<file path="src/rtl/lsbcd_pkg.sv">
`default_nettype none

package lsbcd_pkg;

  // Default table depth.
  localparam int DEFAULT_ENTRIES = 16;

  // Field widths.
  localparam int ID_W    = 32;
  localparam int SIZE_W  = 32;
  localparam int STAMP_W = 48;
  localparam int LIMIT_W = 5;

  // Reset values.
  localparam logic [SIZE_W-1:0]  BUDGET_RESET = 32'd1048576;
  localparam logic [LIMIT_W-1:0] LIMIT_RESET  = 5'd16;
  localparam logic [ID_W-1:0]    ID_RESET     = 32'd1;

  // Result kinds.
  typedef enum logic [2:0] {
    KIND_EVICTED   = 3'd0,
    KIND_ADDED     = 3'd1,
    KIND_HIT       = 3'd2,
    KIND_MISS      = 3'd3,
    KIND_TOO_LARGE = 3'd4
  } kind_t;

  // Request kinds.
  typedef enum logic [0:0] {
    FUNC_ADD = 1'b0,
    FUNC_GET = 1'b1
  } func_t;

  // Configuration register indexes.
  typedef enum logic [0:0] {
    CFG_BYTE_BUDGET = 1'b0,
    CFG_ENTRY_LIMIT = 1'b1
  } cfg_reg_t;

  typedef struct packed {
    func_t              func;
    logic [SIZE_W-1:0]  object_size;
    logic [ID_W-1:0]    lookup_id;
  } req_t;

  typedef struct packed {
    kind_t              kind;
    logic [ID_W-1:0]    entry_id;
    logic [SIZE_W-1:0]  entry_size;
    logic               last;
  } result_t;

  // One table entry as stored in the directory memory.
  typedef struct packed {
    logic [ID_W-1:0]    id;
    logic [SIZE_W-1:0]  size;
    logic [STAMP_W-1:0] stamp;
  } entry_t;

  // Datapath operations; every one but OP_NONE emits one result and may change state.
  typedef enum logic [2:0] {
    OP_NONE,
    OP_EVICT,
    OP_ADD,
    OP_HIT,
    OP_MISS,
    OP_TOO_LARGE
  } op_t;

  typedef struct packed {
    logic load;        // capture the request
    logic scan_start;  // begin a pass over the table
    logic next_id;     // advance the id candidate
    op_t  op;
  } ctrl_cmd_t;

  typedef struct packed {
    logic scan_done;   // last entry of the pass is being evaluated
    logic is_get;
    logic too_large;
    logic need_evict;
    logic has_entries;
    logic match;       // target id found by the finished pass
  } ctrl_status_t;

endpackage

`default_nettype wire

</file>
<file path="src/rtl/lsbcd_ctrl.sv">
`default_nettype none

module lsbcd_ctrl (
  input  wire logic                    clk,
  input  wire logic                    rst,
  input  wire logic                    start,
  input  wire lsbcd_pkg::ctrl_status_t status,
  output lsbcd_pkg::ctrl_cmd_t         cmd,
  output logic                         busy
);

  typedef enum logic [3:0] {
    ST_IDLE,
    ST_DECIDE,
    ST_CHECK,
    ST_EVICT_SCAN,
    ST_EVICT,
    ST_ALLOC_SCAN,
    ST_ALLOC_DECIDE,
    ST_GET_SCAN,
    ST_GET_DECIDE
  } state_t;

  state_t state;
  state_t state_next;

  // Sequencing of one request through scans and result transactions.
  always_comb begin
    state_next     = state;
    cmd.load       = 1'b0;
    cmd.scan_start = 1'b0;
    cmd.next_id    = 1'b0;
    cmd.op         = lsbcd_pkg::OP_NONE;
    case (state)
      ST_IDLE: begin
        if (start) begin
          cmd.load   = 1'b1;
          state_next = ST_DECIDE;
        end
      end
      ST_DECIDE: begin
        if (status.is_get) begin
          cmd.scan_start = 1'b1;
          state_next     = ST_GET_SCAN;
        end else if (status.too_large) begin
          cmd.op     = lsbcd_pkg::OP_TOO_LARGE;
          state_next = ST_IDLE;
        end else begin
          state_next = ST_CHECK;
        end
      end
      ST_CHECK: begin
        // Keep evicting while either limit is exceeded and something is left.
        cmd.scan_start = 1'b1;
        if (status.need_evict && status.has_entries) begin
          state_next = ST_EVICT_SCAN;
        end else begin
          cmd.next_id = 1'b1;
          state_next  = ST_ALLOC_SCAN;
        end
      end
      ST_EVICT_SCAN: begin
        if (status.scan_done) begin
          state_next = ST_EVICT;
        end
      end
      ST_EVICT: begin
        cmd.op     = lsbcd_pkg::OP_EVICT;
        state_next = ST_CHECK;
      end
      ST_ALLOC_SCAN: begin
        if (status.scan_done) begin
          state_next = ST_ALLOC_DECIDE;
        end
      end
      ST_ALLOC_DECIDE: begin
        // A candidate id in use is skipped and the next one is scanned.
        if (status.match) begin
          cmd.next_id    = 1'b1;
          cmd.scan_start = 1'b1;
          state_next     = ST_ALLOC_SCAN;
        end else begin
          cmd.op     = lsbcd_pkg::OP_ADD;
          state_next = ST_IDLE;
        end
      end
      ST_GET_SCAN: begin
        if (status.scan_done) begin
          state_next = ST_GET_DECIDE;
        end
      end
      ST_GET_DECIDE: begin
        cmd.op     = status.match ? lsbcd_pkg::OP_HIT : lsbcd_pkg::OP_MISS;
        state_next = ST_IDLE;
      end
      default: begin
        state_next = ST_IDLE;
      end
    endcase
  end

  always_ff @(posedge clk) begin
    if (rst) begin
      state <= ST_IDLE;
    end else begin
      state <= state_next;
    end
  end

  assign busy = (state != ST_IDLE);

endmodule

`default_nettype wire

</file>
<file path="src/rtl/lsbcd_datapath.sv">
`default_nettype none

module lsbcd_datapath #(
  parameter int ENTRIES = lsbcd_pkg::DEFAULT_ENTRIES
) (
  input  wire logic                                 clk,
  input  wire logic                                 rst,
  input  wire lsbcd_pkg::ctrl_cmd_t                 cmd,
  input  wire lsbcd_pkg::req_t                      req,
  input  wire logic                                 cfg_write,
  input  wire lsbcd_pkg::cfg_reg_t                  cfg_index,
  input  wire logic [lsbcd_pkg::SIZE_W-1:0]         cfg_data,
  output lsbcd_pkg::ctrl_status_t                   status,
  output logic                                      result_valid,
  output lsbcd_pkg::result_t                        result
);

  localparam int AW = (ENTRIES > 1) ? $clog2(ENTRIES) : 1;
  localparam int CW = $clog2(ENTRIES + 1);
  localparam int LW = (CW > lsbcd_pkg::LIMIT_W) ? CW : lsbcd_pkg::LIMIT_W;
  localparam logic [AW-1:0] LAST_IDX = AW'(ENTRIES - 1);

  // Configuration registers.
  logic [lsbcd_pkg::SIZE_W-1:0]  byte_budget;
  logic [lsbcd_pkg::LIMIT_W-1:0] entry_limit;

  // Request and allocation registers.
  lsbcd_pkg::req_t               req_q;
  logic [lsbcd_pkg::ID_W-1:0]    target_id;
  logic [lsbcd_pkg::ID_W-1:0]    previous_id;

  // Directory state.
  lsbcd_pkg::entry_t             mem [ENTRIES];
  logic [ENTRIES-1:0]            slot_valid;
  logic [CW-1:0]                 valid_count;
  logic [lsbcd_pkg::SIZE_W-1:0]  bytes_in_use;
  logic [lsbcd_pkg::STAMP_W-1:0] use_clock;

  // Scan pipeline.
  logic                          scan_issue;
  logic [AW-1:0]                 scan_addr;
  logic                          rd_vld;
  logic [AW-1:0]                 rd_idx;
  lsbcd_pkg::entry_t             rd_entry;
  logic                          rd_valid_bit;

  // Scan results.
  logic                          match_found;
  logic [AW-1:0]                 match_idx;
  logic [lsbcd_pkg::SIZE_W-1:0]  match_size;
  logic                          best_found;
  logic [AW-1:0]                 best_idx;
  lsbcd_pkg::entry_t             best_entry;
  logic                          free_found;
  logic [AW-1:0]                 free_idx;

  // Memory write port.
  logic                          mem_we;
  logic [AW-1:0]                 mem_wa;
  lsbcd_pkg::entry_t             mem_wd;

  logic [LW-1:0]                 limit_ext;
  logic [LW-1:0]                 limit_eff;
  logic                          over_bytes;

  // Configuration writes.
  always_ff @(posedge clk) begin
    if (rst) begin
      byte_budget <= lsbcd_pkg::BUDGET_RESET;
      entry_limit <= lsbcd_pkg::LIMIT_RESET;
    end else if (cfg_write) begin
      case (cfg_index)
        lsbcd_pkg::CFG_BYTE_BUDGET: byte_budget <= cfg_data;
        lsbcd_pkg::CFG_ENTRY_LIMIT: entry_limit <= cfg_data[lsbcd_pkg::LIMIT_W-1:0];
        default: ;
      endcase
    end
  end

  // Request capture and id candidate.
  always_ff @(posedge clk) begin
    if (cmd.load) begin
      req_q     <= req;
      target_id <= req.lookup_id;
    end else if (cmd.next_id) begin
      target_id <= previous_id + lsbcd_pkg::ID_W'(1);
    end
  end

  always_ff @(posedge clk) begin
    if (rst) begin
      previous_id <= lsbcd_pkg::ID_RESET;
    end else if (cmd.next_id) begin
      previous_id <= previous_id + lsbcd_pkg::ID_W'(1);
    end
  end

  // Scan address sequencing: one entry read per cycle.
  always_ff @(posedge clk) begin
    if (rst) begin
      scan_issue <= 1'b0;
      rd_vld     <= 1'b0;
    end else begin
      rd_vld <= scan_issue;
      if (cmd.scan_start) begin
        scan_issue <= 1'b1;
      end else if (scan_issue && (scan_addr == LAST_IDX)) begin
        scan_issue <= 1'b0;
      end
    end
  end

  always_ff @(posedge clk) begin
    if (cmd.scan_start) begin
      scan_addr <= '0;
    end else if (scan_issue && (scan_addr != LAST_IDX)) begin
      scan_addr <= scan_addr + AW'(1);
    end
    rd_idx       <= scan_addr;
    rd_valid_bit <= slot_valid[scan_addr];
  end

  // Directory memory: one write port, one registered read port.
  always_ff @(posedge clk) begin
    if (mem_we) begin
      mem[mem_wa] <= mem_wd;
    end
    rd_entry <= mem[scan_addr];
  end

  // Per-entry evaluation: first id match, oldest stamp, first free slot.
  always_ff @(posedge clk) begin
    if (cmd.scan_start) begin
      match_found <= 1'b0;
      best_found  <= 1'b0;
      free_found  <= 1'b0;
      free_idx    <= '0;
    end else if (rd_vld) begin
      if (rd_valid_bit && !match_found && (rd_entry.id == target_id)) begin
        match_found <= 1'b1;
        match_idx   <= rd_idx;
        match_size  <= rd_entry.size;
      end
      if (rd_valid_bit && (!best_found || (rd_entry.stamp < best_entry.stamp))) begin
        best_found <= 1'b1;
        best_idx   <= rd_idx;
        best_entry <= rd_entry;
      end
      if (!rd_valid_bit && !free_found) begin
        free_found <= 1'b1;
        free_idx   <= rd_idx;
      end
    end
  end

  // Memory write for a new entry or a refreshed stamp.
  always_comb begin
    mem_we = 1'b0;
    mem_wa = match_idx;
    mem_wd.id    = target_id;
    mem_wd.size  = match_size;
    mem_wd.stamp = use_clock;
    case (cmd.op)
      lsbcd_pkg::OP_ADD: begin
        mem_we      = 1'b1;
        mem_wa      = free_idx;
        mem_wd.id   = previous_id;
        mem_wd.size = req_q.object_size;
      end
      lsbcd_pkg::OP_HIT: begin
        mem_we = 1'b1;
      end
      default: ;
    endcase
  end

  // Valid bits, entry count, byte total and use clock.
  always_ff @(posedge clk) begin
    if (rst) begin
      slot_valid   <= '0;
      valid_count  <= '0;
      bytes_in_use <= '0;
      use_clock    <= '0;
    end else begin
      case (cmd.op)
        lsbcd_pkg::OP_EVICT: begin
          slot_valid[best_idx] <= 1'b0;
          valid_count          <= valid_count - CW'(1);
          bytes_in_use         <= bytes_in_use - best_entry.size;
        end
        lsbcd_pkg::OP_ADD: begin
          slot_valid[free_idx] <= 1'b1;
          valid_count          <= valid_count + CW'(1);
          bytes_in_use         <= bytes_in_use + req_q.object_size;
          use_clock            <= use_clock + lsbcd_pkg::STAMP_W'(1);
        end
        lsbcd_pkg::OP_HIT: begin
          use_clock <= use_clock + lsbcd_pkg::STAMP_W'(1);
        end
        default: ;
      endcase
    end
  end

  // Result register: one transaction per operation.
  always_ff @(posedge clk) begin
    if (rst) begin
      result_valid <= 1'b0;
    end else begin
      result_valid <= (cmd.op != lsbcd_pkg::OP_NONE);
    end
  end

  always_ff @(posedge clk) begin
    case (cmd.op)
      lsbcd_pkg::OP_EVICT: begin
        result <= '{lsbcd_pkg::KIND_EVICTED, best_entry.id, best_entry.size, 1'b0};
      end
      lsbcd_pkg::OP_ADD: begin
        result <= '{lsbcd_pkg::KIND_ADDED, previous_id, req_q.object_size, 1'b1};
      end
      lsbcd_pkg::OP_HIT: begin
        result <= '{lsbcd_pkg::KIND_HIT, target_id, match_size, 1'b1};
      end
      lsbcd_pkg::OP_MISS: begin
        result <= '{lsbcd_pkg::KIND_MISS, target_id, '0, 1'b1};
      end
      lsbcd_pkg::OP_TOO_LARGE: begin
        result <= '{lsbcd_pkg::KIND_TOO_LARGE, '0, '0, 1'b1};
      end
      default: ;
    endcase
  end

  // Effective entry limit: zero acts as one, above the depth acts as the depth.
  always_comb begin
    limit_ext = LW'(entry_limit);
    if (limit_ext == '0) begin
      limit_eff = LW'(1);
    end else if (limit_ext > LW'(ENTRIES)) begin
      limit_eff = LW'(ENTRIES);
    end else begin
      limit_eff = limit_ext;
    end
  end

  assign over_bytes = ({1'b0, bytes_in_use} + {1'b0, req_q.object_size}) >
                      {1'b0, byte_budget};

  // Status toward the controller.
  always_comb begin
    status.scan_done   = rd_vld && (rd_idx == LAST_IDX);
    status.is_get      = (req_q.func == lsbcd_pkg::FUNC_GET);
    status.too_large   = (req_q.object_size > byte_budget);
    status.need_evict  = over_bytes || (LW'(valid_count) >= limit_eff);
    status.has_entries = (valid_count != '0);
    status.match       = match_found;
  end

endmodule

`default_nettype wire

</file>
<file path="src/rtl/lru_size_budget_cache_directory_unit.sv">
// LRU directory for a cache of variable-sized objects, limited by a byte
// budget and an entry count.
// Requests: start with req (func, object_size, lookup_id) is taken when busy
// is low. Results appear on result for exactly one cycle with result_valid
// high; result.last marks the final result of a request. The receiver
// cannot stall, so each result is taken in the cycle it is shown.
// Configuration: cfg_valid/cfg_ready with cfg_index and cfg_data; cfg_ready
// is always high. Write only while busy is low and no result is pending.
// Operation: every table pass reads one entry per cycle from the directory
// memory. A get takes one pass; an add takes one pass per eviction and one
// per id candidate tried; a too-large add answers without a pass. One request
// is in work at a time.
// Reset (rst, synchronous): the table is empty, the byte total and use
// clock are zero, the id counter is one, and the registers return to a
// budget of 1048576 bytes and a limit of 16 entries.
`default_nettype none

module lru_size_budget_cache_directory_unit #(
  parameter int ENTRIES = lsbcd_pkg::DEFAULT_ENTRIES
) (
  input  wire logic                          clk,
  input  wire logic                          rst,
  input  wire logic                          start,
  output logic                               busy,
  input  wire lsbcd_pkg::req_t               req,
  output logic                               result_valid,
  output lsbcd_pkg::result_t                 result,
  input  wire logic                          cfg_valid,
  output logic                               cfg_ready,
  input  wire lsbcd_pkg::cfg_reg_t           cfg_index,
  input  wire logic [lsbcd_pkg::SIZE_W-1:0]  cfg_data
);

  lsbcd_pkg::ctrl_cmd_t    cmd;
  lsbcd_pkg::ctrl_status_t status;

  // Configuration writes are taken in any cycle.
  assign cfg_ready = 1'b1;

  lsbcd_ctrl u_ctrl (
    .clk    (clk),
    .rst    (rst),
    .start  (start),
    .status (status),
    .cmd    (cmd),
    .busy   (busy)
  );

  lsbcd_datapath #(
    .ENTRIES (ENTRIES)
  ) u_datapath (
    .clk          (clk),
    .rst          (rst),
    .cmd          (cmd),
    .req          (req),
    .cfg_write    (cfg_valid && cfg_ready),
    .cfg_index    (cfg_index),
    .cfg_data     (cfg_data),
    .status       (status),
    .result_valid (result_valid),
    .result       (result)
  );

endmodule

`default_nettype wire

</file>
<file path="config.mk">
export PLATFORM = sky130hd
export DESIGN_NAME = lru_size_budget_cache_directory_unit
export DESIGN_NICKNAME = d
export VERILOG_FILES = /design/src/rtl/lsbcd_pkg.sv /design/src/rtl/lsbcd_ctrl.sv /design/src/rtl/lsbcd_datapath.sv /design/src/rtl/lru_size_budget_cache_directory_unit.sv
export SDC_FILE = /design/constraint.sdc
export NUM_CORES = 2
export LEC_CHECK = 0
export ABC_AREA = 1
export BUFFER_PORTS_ARGS = -buffer_cell sky130_fd_sc_hd__buf_2
export CELL_PAD_IN_SITES_DETAIL_PLACEMENT = 0
export CELL_PAD_IN_SITES_GLOBAL_PLACEMENT = 1
export CORE_UTILIZATION = 25
export DETAILED_ROUTE_END_ITERATION = 12
export HOLD_SLACK_MARGIN = 0.06
export MAX_ROUTING_LAYER = met4
export PLACE_DENSITY = 0.51
export SETUP_SLACK_MARGIN = 0.5
export SYNTH_ARGS = -nofsm -noshare
export SYNTH_HDL_FRONTEND = slang
export SYNTH_SLANG_ARGS = --single-unit
</file>
<file path="constraint.sdc">
create_clock -name clk -period 20.6 [get_ports clk]
set_input_delay 2.06 -clock clk [delete_from_list [all_inputs] [get_ports clk]]
set_output_delay 2.06 -clock clk [all_outputs]
set_load 0.01 [all_outputs]
</file>
==> flow_metrics.env <==
export IMPL_fin_skew_ns=0.07486
export IMPL_die_w_um=626.5
export IMPL_ys_types=55
export IMPL_start_util_pct=25.20
export IMPL_grt_util_all_layers_pct=16.85
export IMPL_crit_type="flip-flop to flip-flop"
export IMPL_globalplace_congestion=0.8108
export IMPL_ant_nets=0
export IMPL_grt_ovfl_total=0
export IMPL_insertion_delay_ns=0.91
export IMPL_area_growth_pct=16.33
export IMPL_syn_nets=8453
export IMPL_grt_setup_unrepaired="no"
export IMPL_ys_warn_count=0
export IMPL_viasPerCell=4.818
export IMPL_p_leak_nw=37.00
export IMPL_antenna_found_initial=13
export IMPL_clkSinkCount=2382
export IMPL_die_y_um=626.5
export IMPL_hp_class="flip-flop to flip-flop"
export IMPL_worstPathArrival_ns=6.49
export IMPL_fmax_mhz=161.1
export IMPL_synthesis_area_sq_mm=0.09749
export IMPL_ff2ff_setup_slack_ns=14.39
export IMPL_cts_buffers=274
export IMPL_totalPowerFinal_w=0.01392
export IMPL_worstPathMaxFanout=34
export IMPL_async_reset_ff_share_pct=0
export IMPL_synth_avg_cell_area_sq_um=11.94
export IMPL_worstMarginPinSlew_ns=1.313
export IMPL_slew_viol_final=0
export IMPL_wl_per_cell_um=24.22
export IMPL_dieArea_sq_mm=0.3925
export IMPL_clk_pin_slew_ns=0.06
export IMPL_reg2reg_from="u_datapath.req_q[34]"
export IMPL_drcViolationCount=0
export IMPL_crit_start="u_datapath.req_q[34]"
export IMPL_cts_max_path_buffers=4
export IMPL_yosysMostFrequentCell="edfxtp_1"
export IMPL_synthCells=8162
export IMPL_placed_area_sq_mm=0.1044
export IMPL_nets=8561
export IMPL_synth_edf_count=2077
export IMPL_ctsHtreeMaxLevel=5
export IMPL_worstPathRequired_ns=20.88
export IMPL_synth_area_leaders="edfxtp_1 (64%), dfxtp_1 (6.3%), o21ai_0 (5.8%)"
export IMPL_seq_area_frac_synth_pct=70.24
export IMPL_startpoint_type="flip-flop"
export IMPL_synth_common_cells="edfxtp_1 (2077), o21ai_0 (1135), nor2_1 (1102)"
export IMPL_synth_top_area_cell="edfxtp_1"
export IMPL_cts_tree="done"
export IMPL_hold_ws_ns=0.3990
export IMPL_num_vias=65910
export IMPL_setup_tns_ns=0
export IMPL_dr_pass1_iters=6
export IMPL_finalSetupViolCount=0
export IMPL_portBuffers=171
export IMPL_drive_gt1_share_pct=9.150
export IMPL_grt_pass1_vias=64230
export IMPL_status="complete, no violations"
export IMPL_dpl_hpwl_um=183400
export IMPL_final_hold_violation_count=0
export IMPL_grt_max_degree=222
export IMPL_relSlewSlack_pct=11.86
export IMPL_drt_wl_total_um=331300
export IMPL_first_iter_violations=5679
export IMPL_core_area_sq_mm=0.3868
export IMPL_powerDensity_mw_per_mm2=122.7
export IMPL_grt_first_pass_wirelength_um=470700
export IMPL_core_rowCount=228
export IMPL_clock_root_buffer="clkbuf_16"
export IMPL_min_delay_start="u_datapath.rd_entry[4]"
export IMPL_post_cts_buffers=0
export IMPL_worstSetupEndpointType="flip-flop"
export IMPL_postCtsHoldBufs=0
export IMPL_yosysTopAreaCellShare_pct=63.98
export IMPL_maxCapViolCount=0
export IMPL_stdcell_area_sq_mm=0.1134
export IMPL_synth_seq_cells=2382
export IMPL_postCtsResizedCells=0
export IMPL_irDropWorstVdd_mv=0.09053
export IMPL_synth_flop_cell="edfxtp_1"
export IMPL_post_route_period_util_pct=30.12
export IMPL_ios=173
export IMPL_fin_crit_ns=6.206
## critical path, cell delays in order, from the launching register on
cell	delay, ns
edfxtp_1	0.42
ha_1	0.36
a21oi_1	0.16
nand2_1	0.10
a21oi_1	0.24
o21ai_1	0.14
a21boi_1	0.30
o21ai_1	0.19
a21boi_0	0.36
o21ai_1	0.16
nand2_1	0.08
nand2_1	0.06
xor2_1	0.15
ha_1	0.29
nand2_1	0.08
nor4_1	0.27
nand2_1	0.08
nand2_1	0.07
nand2_1	0.05
nand2_1	0.05
nand2_1	0.04
nand2_1	0.05
nand2_1	0.05
nand2_1	0.11
nand2_1	0.08
nand2_2	0.59
nand3_2	1.03
## placed cells by master (no fill, tap or decap), types with 29 or more instances in the layout
cell          n
inv_1       337
clkinv_1     30
edfxtp_1   2077
buf_2       170
clkbuf_1     70
a21oi_1     264
dfxtp_1     302
nor2_1     1081
a32oi_1      32
nor3_1       69
o221ai_1    196
buf_4       107
o22ai_1     264
nand2_1     982
xor2_1       96
o211ai_1     51
nand4_1      37
ha_1        186
xnor2_1      30
clkbuf_16   282
clkbuf_8     29
o21ai_0    1123
nand3_1     338
clkinv_2     48
## cell type report
cell class / count / area [sq um]
sequential: 2382 / 68490
multi-input combinational: 4965 / 26150
antenna: 13 / 32.53
clock buffer: 381 / 7719
fill: 39520 / 273400
inverter: 356 / 1370
clock inverter: 117 / 1241
tap: 5175 / 6475
timing repair buffer: 291 / 1934
## final timing paths
check / endpoint / cells after the start
setup / recovery: u_datapath.target_id[20] / 26
hold / removal: u_datapath.best_entry[4] / 0
setup reg to reg: u_datapath.target_id[20] / 26
hold reg to reg: u_datapath.best_entry[4] / 0
## power breakdown
| part | leakage [nW] | internal, W | switching, W |
|---|---|---|---|
| Sequential | 20.1 | 0.00573 | 0.000336 |
| Clock | 4.41 | 0.00288 | 0.00200 |
| Combinational | 12.5 | 0.000817 | 0.00215 |
| Total | 37.0 | 0.00943 | 0.00449 |
## metal layers
layer | vias to the layer above | track usage (%) | routed length, um
met2 | 1811 | 26.82 | 154600
met5 | - | - | 0
met3 | 374 | 2.031 | 16920
met4 | 0 | 3.256 | 5631
li1 | 30050 | - | -
met1 | 33680 | 23.18 | 154200
## stage by stage
stage	utilization, %	instances	setup WS [ns]
detailed placement	26.99	13170	14.27
finish	29.32	13680	14.39
global placement	26.99	13170	14.22
floorplan	-	8162	12.99
global route	29.31	13670	13.91
CTS	29.31	13670	14.28
## logic make-up after synthesis
family | share of synthesized area [%]
simple gates | 10.93
buf+inv | 3.169
flops | 70.24
fa+ha+maj | 2.449
other cells | 0.003847
xor+xnor | 1.132
compound gates | 12.08
## registers in the layout, summed over array words and instances (netlist names), 4 cells and up
| signal | cells |
|---|---|
| u_datapath.mem | 1792 |
| u_datapath.best_entry | 112 |
| u_ctrl.state | 4 |
| u_datapath.best_idx | 4 |
| u_datapath.scan_addr | 4 |
| u_datapath.use_clock | 48 |
| u_datapath.match_size | 32 |
| u_datapath.entry_limit | 5 |
| u_datapath.free_idx | 4 |
| u_datapath.valid_count | 5 |
| u_datapath.result | 68 |
| u_datapath.rd_entry | 112 |
| u_datapath.match_idx | 4 |
| u_datapath.byte_budget | 32 |
| u_datapath.target_id | 32 |
| u_datapath.previous_id | 32 |
| u_datapath.req_q | 32 |
| u_datapath.bytes_in_use | 32 |
| u_datapath.rd_idx | 4 |
| u_datapath.slot_valid | 16 |
Note: power is estimated with default switching activity, not from simulation.
